### src/hdl/trs_pkg.sv
`default_nettype none

package trs_pkg;

  localparam int POS_W       = 32;
  localparam int BYTE_W      = 8;
  localparam int FILL_W      = 7;
  localparam int COUNT_W     = 7;
  localparam int CAPACITY_DEF = 64;
  localparam int QUEUE_DEPTH = 2;
  localparam int QPTR_W      = (QUEUE_DEPTH > 1) ? $clog2(QUEUE_DEPTH) : 1;
  localparam int QCNT_W      = $clog2(QUEUE_DEPTH + 1);

  typedef struct packed {
    logic [POS_W-1:0]  position;
    logic [BYTE_W-1:0] data_byte;
    logic              has_byte;
    logic              end_mark;
    logic [FILL_W-1:0] output_fill;
  } in_t;

  typedef struct packed {
    logic [BYTE_W-1:0]  out_byte;
    logic               out_valid;
    logic               last;
    logic               stream_ended;
    logic [COUNT_W-1:0] unassembled_count;
    logic               is_empty;
  } out_t;

  // classified word handed from front to back
  typedef struct packed {
    logic [POS_W-1:0]  position;
    logic [BYTE_W-1:0] data_byte;
    logic              has_byte;
    logic              end_mark;
    logic [POS_W-1:0]  end_cand;
    logic [FILL_W-1:0] window;
  } cls_t;

  typedef enum logic [2:0] {
    B_IDLE,
    B_STORE,
    B_SCAN,
    B_RD,
    B_WR
  } back_state_t;

endpackage

`default_nettype wire

### src/hdl/trs_ram.sv
`default_nettype none

module trs_ram #(
  parameter int WIDTH = 8,
  parameter int DEPTH = 64
) (
  input  wire logic                     clk,
  input  wire logic                     wr_en,
  input  wire logic [$clog2(DEPTH)-1:0] wr_addr,
  input  wire logic [WIDTH-1:0]         wr_data,
  input  wire logic                     rd_en,
  input  wire logic [$clog2(DEPTH)-1:0] rd_addr,
  output logic      [WIDTH-1:0]         rd_data
);

  logic [WIDTH-1:0] mem [DEPTH];

  always_ff @(posedge clk) begin
    if (wr_en) begin
      mem[wr_addr] <= wr_data;
    end
    if (rd_en) begin
      rd_data <= mem[rd_addr];
    end
  end

endmodule

`default_nettype wire

### src/hdl/trs_front.sv
`default_nettype none

module trs_front #(
  parameter int CAPACITY = trs_pkg::CAPACITY_DEF
) (
  input  wire trs_pkg::in_t in_word,
  output trs_pkg::cls_t     cls_word
);

  localparam logic [trs_pkg::FILL_W-1:0] CAP = trs_pkg::FILL_W'(CAPACITY);

  always_comb begin
    cls_word.position  = in_word.position;
    cls_word.data_byte = in_word.data_byte;
    cls_word.has_byte  = in_word.has_byte;
    cls_word.end_mark  = in_word.end_mark;
    // end after this byte; saturates at all ones
    if (in_word.has_byte && (in_word.position != '1)) begin
      cls_word.end_cand = in_word.position + trs_pkg::POS_W'(1);
    end else begin
      cls_word.end_cand = in_word.position;
    end
    if (in_word.output_fill >= CAP) begin
      cls_word.window = '0;
    end else begin
      cls_word.window = CAP - in_word.output_fill;
    end
  end

endmodule

`default_nettype wire

### src/hdl/trs_fifo.sv
`default_nettype none

module trs_fifo (
  input  wire logic          clk,
  input  wire logic          rst_n,
  input  wire logic          push,
  input  wire trs_pkg::cls_t push_data,
  output logic               full,
  input  wire logic          pop,
  output logic               not_empty,
  output trs_pkg::cls_t      pop_data
);

  localparam int DEPTH = trs_pkg::QUEUE_DEPTH;
  localparam int PW    = trs_pkg::QPTR_W;
  localparam int CW    = trs_pkg::QCNT_W;

  trs_pkg::cls_t   entry_r [DEPTH];
  logic [PW-1:0]   wr_ptr_r;
  logic [PW-1:0]   rd_ptr_r;
  logic [CW-1:0]   fill_r;

  assign full      = (fill_r == CW'(DEPTH));
  assign not_empty = (fill_r != '0);
  assign pop_data  = entry_r[rd_ptr_r];

  always_ff @(posedge clk) begin
    if (push) begin
      entry_r[wr_ptr_r] <= push_data;
    end
  end

  always_ff @(posedge clk) begin
    if (!rst_n) begin
      wr_ptr_r <= '0;
      rd_ptr_r <= '0;
      fill_r   <= '0;
    end else begin
      if (push) begin
        wr_ptr_r <= (wr_ptr_r == PW'(DEPTH - 1)) ? '0 : wr_ptr_r + PW'(1);
      end
      if (pop) begin
        rd_ptr_r <= (rd_ptr_r == PW'(DEPTH - 1)) ? '0 : rd_ptr_r + PW'(1);
      end
      if (push && !pop) begin
        fill_r <= fill_r + CW'(1);
      end else if (pop && !push) begin
        fill_r <= fill_r - CW'(1);
      end
    end
  end

endmodule

`default_nettype wire

### src/hdl/trs_back.sv
`default_nettype none

module trs_back #(
  parameter int CAPACITY = trs_pkg::CAPACITY_DEF
) (
  input  wire logic          clk,
  input  wire logic          rst_n,
  input  wire logic          q_valid,
  input  wire trs_pkg::cls_t q_data,
  output logic               q_pop,
  output logic               out_valid,
  input  wire logic          out_stall,
  output trs_pkg::out_t      out_data
);

  localparam int SLOT_W = $clog2(CAPACITY);
  localparam int RUN_W  = $clog2(CAPACITY + 1);
  localparam int POS_W  = trs_pkg::POS_W;
  localparam int CNT_W  = trs_pkg::COUNT_W;
  localparam logic [SLOT_W:0]   CAP_S   = (SLOT_W + 1)'(CAPACITY);
  localparam logic [SLOT_W-1:0] LAST_SL = SLOT_W'(CAPACITY - 1);

  trs_pkg::back_state_t state_r, state_nxt;

  trs_pkg::cls_t         item_r;
  logic [POS_W-1:0]      next_pos_r;
  logic [POS_W-1:0]      end_r;
  logic [CNT_W-1:0]      count_r;
  logic [SLOT_W-1:0]     next_slot_r;
  logic [SLOT_W-1:0]     rd_slot_r;
  logic [RUN_W-1:0]      run_r;
  logic [RUN_W-1:0]      left_r;
  logic [CAPACITY-1:0]   valid_r;
  logic                  out_valid_r;
  trs_pkg::out_t         out_data_r;

  logic [POS_W-1:0]      diff;
  logic                  store_ok;
  logic [SLOT_W:0]       st_sum;
  logic [SLOT_W-1:0]     st_slot;
  logic                  st_hit;
  logic                  scan_go;
  logic                  out_free;
  logic                  is_stat;
  logic                  ram_we;
  logic                  ram_re;
  logic                  out_ld;
  logic [trs_pkg::BYTE_W-1:0] ram_rdata;

  // offset from next expected position; below window means it fits the ring
  assign diff     = item_r.position - next_pos_r;
  assign store_ok = item_r.has_byte && (item_r.position >= next_pos_r) &&
                    (item_r.position < end_r) && (diff < POS_W'(item_r.window));
  assign st_sum   = {1'b0, next_slot_r} + {1'b0, diff[SLOT_W-1:0]};
  assign st_slot  = (st_sum >= CAP_S) ? SLOT_W'(st_sum - CAP_S) : st_sum[SLOT_W-1:0];
  assign st_hit   = store_ok && !valid_r[st_slot];
  assign scan_go  = (run_r < RUN_W'(CAPACITY)) && (next_pos_r < end_r) &&
                    valid_r[next_slot_r];
  assign out_free = !out_valid_r || !out_stall;
  assign is_stat  = (left_r == '0);

  trs_ram #(
    .WIDTH (trs_pkg::BYTE_W),
    .DEPTH (CAPACITY)
  ) u_ram (
    .clk     (clk),
    .wr_en   (ram_we),
    .wr_addr (st_slot),
    .wr_data (item_r.data_byte),
    .rd_en   (ram_re),
    .rd_addr (rd_slot_r),
    .rd_data (ram_rdata)
  );

  always_ff @(posedge clk) begin
    if (!rst_n) begin
      state_r <= trs_pkg::B_IDLE;
    end else begin
      state_r <= state_nxt;
    end
  end

  always_comb begin
    state_nxt = state_r;
    q_pop     = 1'b0;
    ram_we    = 1'b0;
    ram_re    = 1'b0;
    out_ld    = 1'b0;
    unique case (state_r)
      trs_pkg::B_IDLE: begin
        if (q_valid) begin
          q_pop     = 1'b1;
          state_nxt = trs_pkg::B_STORE;
        end
      end
      trs_pkg::B_STORE: begin
        ram_we    = st_hit;
        state_nxt = trs_pkg::B_SCAN;
      end
      trs_pkg::B_SCAN: begin
        if (!scan_go) begin
          state_nxt = (run_r == '0) ? trs_pkg::B_WR : trs_pkg::B_RD;
        end
      end
      trs_pkg::B_RD: begin
        ram_re    = 1'b1;
        state_nxt = trs_pkg::B_WR;
      end
      trs_pkg::B_WR: begin
        if (out_free) begin
          out_ld = 1'b1;
          if (is_stat || (left_r == RUN_W'(1))) begin
            state_nxt = trs_pkg::B_IDLE;
          end else begin
            state_nxt = trs_pkg::B_RD;
          end
        end
      end
      default: state_nxt = trs_pkg::B_IDLE;
    endcase
  end

  // payload registers
  always_ff @(posedge clk) begin
    if (q_pop) begin
      item_r <= q_data;
    end
    if (state_r == trs_pkg::B_STORE) begin
      rd_slot_r <= next_slot_r;
    end else if (out_ld && !is_stat) begin
      rd_slot_r <= (rd_slot_r == LAST_SL) ? '0 : rd_slot_r + SLOT_W'(1);
    end
    if (out_ld) begin
      out_data_r.out_byte          <= is_stat ? '0 : ram_rdata;
      out_data_r.out_valid         <= !is_stat;
      out_data_r.last              <= is_stat || (left_r == RUN_W'(1));
      out_data_r.stream_ended      <= (next_pos_r == end_r);
      out_data_r.unassembled_count <= count_r;
      out_data_r.is_empty          <= (count_r == '0);
    end
  end

  always_ff @(posedge clk) begin
    if (!rst_n) begin
      next_pos_r  <= '0;
      end_r       <= '1;
      count_r     <= '0;
      next_slot_r <= '0;
      run_r       <= '0;
      left_r      <= '0;
      valid_r     <= '0;
      out_valid_r <= 1'b0;
    end else begin
      unique case (state_r)
        trs_pkg::B_STORE: begin
          if (st_hit) begin
            valid_r[st_slot] <= 1'b1;
            count_r          <= count_r + CNT_W'(1);
          end
          if (item_r.end_mark && (item_r.end_cand < end_r)) begin
            end_r <= item_r.end_cand;
          end
          run_r <= '0;
        end
        trs_pkg::B_SCAN: begin
          // drained slots are freed during the scan; data stays in the RAM
          if (scan_go) begin
            valid_r[next_slot_r] <= 1'b0;
            count_r              <= count_r - CNT_W'(1);
            next_pos_r           <= next_pos_r + POS_W'(1);
            next_slot_r          <= (next_slot_r == LAST_SL) ? '0 : next_slot_r + SLOT_W'(1);
            run_r                <= run_r + RUN_W'(1);
          end else begin
            left_r <= run_r;
          end
        end
        trs_pkg::B_WR: begin
          if (out_ld && !is_stat) begin
            left_r <= left_r - RUN_W'(1);
          end
        end
        default: begin
        end
      endcase
      if (out_ld) begin
        out_valid_r <= 1'b1;
      end else if (!out_stall) begin
        out_valid_r <= 1'b0;
      end
    end
  end

  assign out_valid = out_valid_r;
  assign out_data  = out_data_r;

`ifndef SYNTHESIS
  a_count_matches_valid: assert property (@(posedge clk) disable iff (!rst_n)
    32'($countones(valid_r)) == 32'(count_r))
    else $error("stored count differs from number of valid slots");

  a_count_bound: assert property (@(posedge clk) disable iff (!rst_n)
    32'(count_r) <= 32'(CAPACITY))
    else $error("stored count above capacity");

  a_load_only_in_wr: assert property (@(posedge clk) disable iff (!rst_n)
    out_ld |-> (state_r == trs_pkg::B_WR))
    else $error("result loaded outside emit state");

  a_no_advance_at_end: assert property (@(posedge clk) disable iff (!rst_n)
    (state_r == trs_pkg::B_SCAN && next_pos_r == end_r) |=> $stable(next_pos_r))
    else $error("next position advanced past end");
`endif

endmodule

`default_nettype wire

### src/hdl/tcp_stream_reassembler.sv
`default_nettype none

// Byte-stream reassembler. Each input word carries one byte at its absolute
// stream position (or only an end mark) plus the downstream buffer fill; the
// block stores it in a CAPACITY-slot ring and then releases every contiguous
// byte in order, one result word per byte, or one status-only word when
// nothing is released. The last word of each input has last set, and the
// status fields on every word give the state after the whole input.
// Operation: a two-entry queue takes input words while the back end works. For
// each input the back end pops the word, stores it and updates the end
// position, runs a valid-bit scan that advances one slot per cycle, then does
// a data RAM read and an output register load per released byte (only the
// load when it releases none). Output stalls hold the back end in its load
// step until the output is free. No clearing pass is needed after reset.
module tcp_stream_reassembler #(
  parameter int CAPACITY = trs_pkg::CAPACITY_DEF
) (
  input  wire logic         clk,
  input  wire logic         rst_n,
  input  wire logic         in_valid,
  output logic              in_stall,
  input  wire trs_pkg::in_t in_data,
  output logic              out_valid,
  input  wire logic         out_stall,
  output trs_pkg::out_t     out_data
);

  trs_pkg::cls_t cls_word;
  trs_pkg::cls_t q_data;
  logic          q_full;
  logic          q_valid;
  logic          q_pop;

  assign in_stall = q_full;

  trs_front #(
    .CAPACITY (CAPACITY)
  ) u_front (
    .in_word  (in_data),
    .cls_word (cls_word)
  );

  trs_fifo u_fifo (
    .clk       (clk),
    .rst_n     (rst_n),
    .push      (in_valid && !q_full),
    .push_data (cls_word),
    .full      (q_full),
    .pop       (q_pop),
    .not_empty (q_valid),
    .pop_data  (q_data)
  );

  trs_back #(
    .CAPACITY (CAPACITY)
  ) u_back (
    .clk       (clk),
    .rst_n     (rst_n),
    .q_valid   (q_valid),
    .q_data    (q_data),
    .q_pop     (q_pop),
    .out_valid (out_valid),
    .out_stall (out_stall),
    .out_data  (out_data)
  );

endmodule

`default_nettype wire
### config.mk
export PLATFORM = sky130hd
export DESIGN_NAME = tcp_stream_reassembler
export DESIGN_NICKNAME = d
export VERILOG_FILES = /design/src/hdl/trs_pkg.sv /design/src/hdl/trs_ram.sv /design/src/hdl/trs_front.sv /design/src/hdl/trs_fifo.sv /design/src/hdl/trs_back.sv /design/src/hdl/tcp_stream_reassembler.sv
export SDC_FILE = /design/constraint.sdc
export NUM_CORES = 2
export LEC_CHECK = 0
export BUFFER_PORTS_ARGS = -buffer_cell sky130_fd_sc_hd__buf_2
export CAP_MARGIN = 20
export CORE_MARGIN = 5
export CORE_UTILIZATION = 64
export CTS_BUF_LIST = sky130_fd_sc_hd__clkbuf_8 sky130_fd_sc_hd__clkbuf_16
export CTS_CLUSTER_SIZE = 14
export DETAILED_ROUTE_END_ITERATION = 12
export GPL_ROUTABILITY_DRIVEN = 0
export GPL_TIMING_DRIVEN = 0
export PLACE_DENSITY_LB_ADDON = 0.05
export SLEW_MARGIN = 40
export SYNTH_ARGS = -nofsm -noshare
export SYNTH_HDL_FRONTEND = slang
export SYNTH_SLANG_ARGS = --single-unit
### constraint.sdc
create_clock -name clk -period 10 [get_ports clk]
set_input_delay 0.5 -clock clk [delete_from_list [all_inputs] [get_ports clk]]
set_output_delay 0.5 -clock clk [all_outputs]
set_load 0.02 [all_outputs]
==> flow_metrics.env <==
export IMPL_port_buffers=72
export IMPL_fp_row_count=95
export IMPL_pin_count=74
export IMPL_synthMuxAreaShare=0.135
export IMPL_critPathCaptureType="flip-flop"
export IMPL_antenna_found_initial=1
export IMPL_critical_path_class="reg2reg"
export IMPL_required_ps=10290
export IMPL_core_um2=67300
export IMPL_yosysWarnings=0
export IMPL_htree_num_levels=3
export IMPL_rsz0062_at_grt="no"
export IMPL_tightestPinTransition_ps=945
export IMPL_slew_headroom=0.370
export IMPL_vias=28700
export IMPL_ys_types=88
export IMPL_cp_slowest_cell="nor2_1"
export IMPL_synthAdderAreaFrac=0.0451
export IMPL_grt_max_degree=63
export IMPL_drtIter0Drc=3909
export IMPL_hold_buffers=7
export IMPL_crit_path_cell_trace="buf_4 -> clkinv_1 -> fa_1 -> clkbuf_1 -> mux2_2 -> a221oi_1 -> nor2_1 -> o311ai_0 -> o22a_1 -> nand4_1 -> and4b_1 -> buf_2 -> nand3_1 -> nor2_1"
export IMPL_die_w_um=271
export IMPL_pwr_density_cell_nw_per_um2=263
export IMPL_cp_depth=14
export IMPL_dp_hpwl_um=81200
export IMPL_drc=0
export IMPL_drive_gt1_frac=0.191
export IMPL_timing_fmax_mhz=139
export IMPL_cts_resized=0
export IMPL_syn_area_um2=43500
export IMPL_holdPathStages=1
export IMPL_min_to="u_fifo.entry_r[1][42]$_DFFE_PP_"
export IMPL_fin_ws_ps=2780
export IMPL_clk_root_buffer_cell="clkbuf_16"
export IMPL_min_period_ps=7220
export IMPL_reg2reg_depth=14
export IMPL_final_nets=3474
export IMPL_ir_drop_mv=0.192
export IMPL_fin_skew_ps=34.6
export IMPL_clock_sinks=951
export IMPL_finalSetupViolations=0
export IMPL_synthFlopType="edfxtp_1"
export IMPL_synth_simple_area_share=0.0817
export IMPL_die_h_um=271
export IMPL_cp_slowest_stage_delay_ps=930
export IMPL_syn_num_nets=3258
export IMPL_status="completed"
export IMPL_initial_core_util=0.647
export IMPL_min_path_type="in2reg"
export IMPL_post_cts_buffers=0
export IMPL_place_ws_ps=3200
export IMPL_crit_arrival_ps=7500
export IMPL_synth_edf_count=788
export IMPL_cts_tree="done"
export IMPL_synth_seq_cells=951
export IMPL_critPathMostFrequentCell="nor2_1"
export IMPL_final_common_cell="edfxtp_1"
export IMPL_final_setup_tns_ps=0
export IMPL_r2r_start="u_back.next_slot_r[1]$_SDFFE_PN0P_"
export IMPL_hold_viol_final=0
export IMPL_avgSynthCellArea_um2=14.3
export IMPL_clk_path_buf_depth=3
export IMPL_synthArstFlopShare=0
export IMPL_ant_nets=0
export IMPL_rrSetupSlack_ps=2780
export IMPL_cap_violations=0
export IMPL_synth_compound_area_share=0.0783
export IMPL_drt_total_wl_um=116000
export IMPL_clk_pin_slew_worst_paths_ps=60
export IMPL_reg2reg_to="u_back.u_ram.mem[46][5]$_DFFE_PP_"
export IMPL_globalRoute_totalOverflow=0
export IMPL_final_cell_mix="edfxtp_1 (788), nand2_1 (225), nor2_1 (214), mux4_2 (186), dfxtp_1 (163)"
export IMPL_min_delay_start="in_data[10]"
export IMPL_grt_pass1_wl_um=175000
export IMPL_insertion_delay_ps=670
export IMPL_ys_seq_area_frac=0.618
export IMPL_cts_buffers=97
export IMPL_grt_use_total=0.312
export IMPL_power_leakage_nw=17.0
export IMPL_firstDrtPassIters=8
export IMPL_avgRoutedWirePerCell_um=27.4
export IMPL_slew_viol_final=0
export IMPL_post_route_period_util=0.722
export IMPL_critPathTopFamily="simple AND/OR/NAND/NOR gates"
export IMPL_num_fill_cells=4242
export IMPL_synthesis_instances=3050
export IMPL_worstSetupStartpointType="flip-flop"
export IMPL_via_per_inst=6.81
export IMPL_crit_path_max_fanout=10
export IMPL_area_growth_pct=12.5
export IMPL_synth_top_family_by_area="multiplexers"
export IMPL_cp_num_buf_inv=4
export IMPL_post_synth_xor_area_fraction=0.0162
export IMPL_die_area_um2=73300
export IMPL_grt_pass1_vias=28200
metrics by stage:
| stage | area, um^2 | hold slack, ps | cells | total power (W) | util |
|---|---|---|---|---|---|
| after floorplan | 43500 | 441 | 3050 | 0.00773 | - |
| after global placement | 45000 | 461 | 3995 | 0.00891 | 0.669 |
| after detailed placement | 45600 | 461 | 4033 | 0.00915 | 0.677 |
| after CTS | 48900 | 2.27 | 4220 | 0.0128 | 0.727 |
| after global routing | 49000 | 6.71 | 4220 | 0.0133 | 0.728 |
| final | 49000 | 34.3 | 4221 | 0.0129 | 0.728 |
synthesized netlist by cell type (25+ instances only):
master	instances	area share
dfxtp_1	163	0.075
mux2_2	92	0.024
a21o_1	51	0.0088
o22ai_1	68	0.0098
nor2_1	236	0.020
buf_1	27	0.0023
a2111oi_0	25	0.0050
mux2i_1	65	0.015
clkbuf_1	106	0.0091
inv_1	104	0.0090
nand3_1	76	0.0087
xor2_1	30	0.0060
nand4_1	47	0.0068
edfxtp_1	788	0.54
ha_1	152	0.044
mux4_2	186	0.096
o21ai_0	42	0.0048
a21oi_1	99	0.011
nor3_1	30	0.0034
a211oi_1	49	0.0084
xnor2_1	47	0.0095
nand2_1	225	0.019
routing by layer:
layer / up-vias / GRT usage / share of wire
li1: 12400 / - / -
met1: 14200 / 0.450 / 0.40
met2: 1839 / 0.483 / 0.46
met3: 320 / 0.0675 / 0.11
met4: 0 / 0.104 / 0.035
met5: - / 0 / 0
cells by family (layout without fill, tap and decap cells):
logic type               after synthesis  in the layout
AND/OR/NAND/NOR                      759            759
multiplexers                         344            344
XOR/XNOR                              79             79
other                                  0              1
AO/OA/AOI/OAI                        494            494
buffers and inverters                268            565
adder cells (fa/ha/maj)              155            155
flip-flops                           951            951
where the power goes:
| part | leakage, nW | switching (W) | total (W) | internal [W] |
|---|---|---|---|---|
| registers | 8.49 | 0.000241 | 0.00526 | 0.00502 |
| logic | 6.84 | 0.00249 | 0.00396 | 0.00148 |
| clock network | 1.67 | 0.00155 | 0.00365 | 0.00210 |
registers in the layout, summed over array words and instances, names as in the netlist, 2 cells and up:
name / count
u_back.next_slot_r: 6
u_back.item_r: 81
u_back.state_r: 3
u_back.end_r: 32
u_back.rd_slot_r: 6
u_back.valid_r: 64
u_back.u_ram.rd_data: 8
u_back.next_pos_r: 32
u_fifo.fill_r: 2
u_back.out_data: 19
u_back.left_r: 7
u_back.run_r: 7
u_back.u_ram.mem: 512
u_back.count_r: 7
u_fifo.entry_r: 162
layout make-up:
type	instances	area [um^2]	area share
plain buffers	162	718	0.0147
diodes	1	2.50	0.0000511
flip-flops and latches	951	26900	0.550
clock inverters	69	617	0.0126
repair buffers	117	920	0.0188
clock buffers	111	2640	0.0540
inverters	106	403	0.00823
multi-input cells	1831	15600	0.319
well taps	873	1090	0.0223
how the worst max path moves through the flow:
stage / from / endpoint
final: u_back.next_slot_r[1]$_SDFFE_PN0P_ / u_back.u_ram.mem[46][5]$_DFFE_PP_
after global placement: u_back.next_slot_r[1]$_SDFFE_PN0P_ / u_back.u_ram.mem[39][0]$_DFFE_PP_
after floorplan: u_back.next_pos_r[0]$_SDFFE_PN0P_ / u_back.u_ram.mem[26][0]$_DFFE_PP_
after CTS: u_back.next_slot_r[1]$_SDFFE_PN0P_ / u_back.u_ram.mem[25][4]$_DFFE_PP_
after global routing: u_back.next_slot_r[1]$_SDFFE_PN0P_ / u_back.u_ram.mem[62][0]$_DFFE_PP_
after detailed placement: u_back.next_slot_r[1]$_SDFFE_PN0P_ / u_back.u_ram.mem[25][5]$_DFFE_PP_
(Power assumes the default switching activity.)
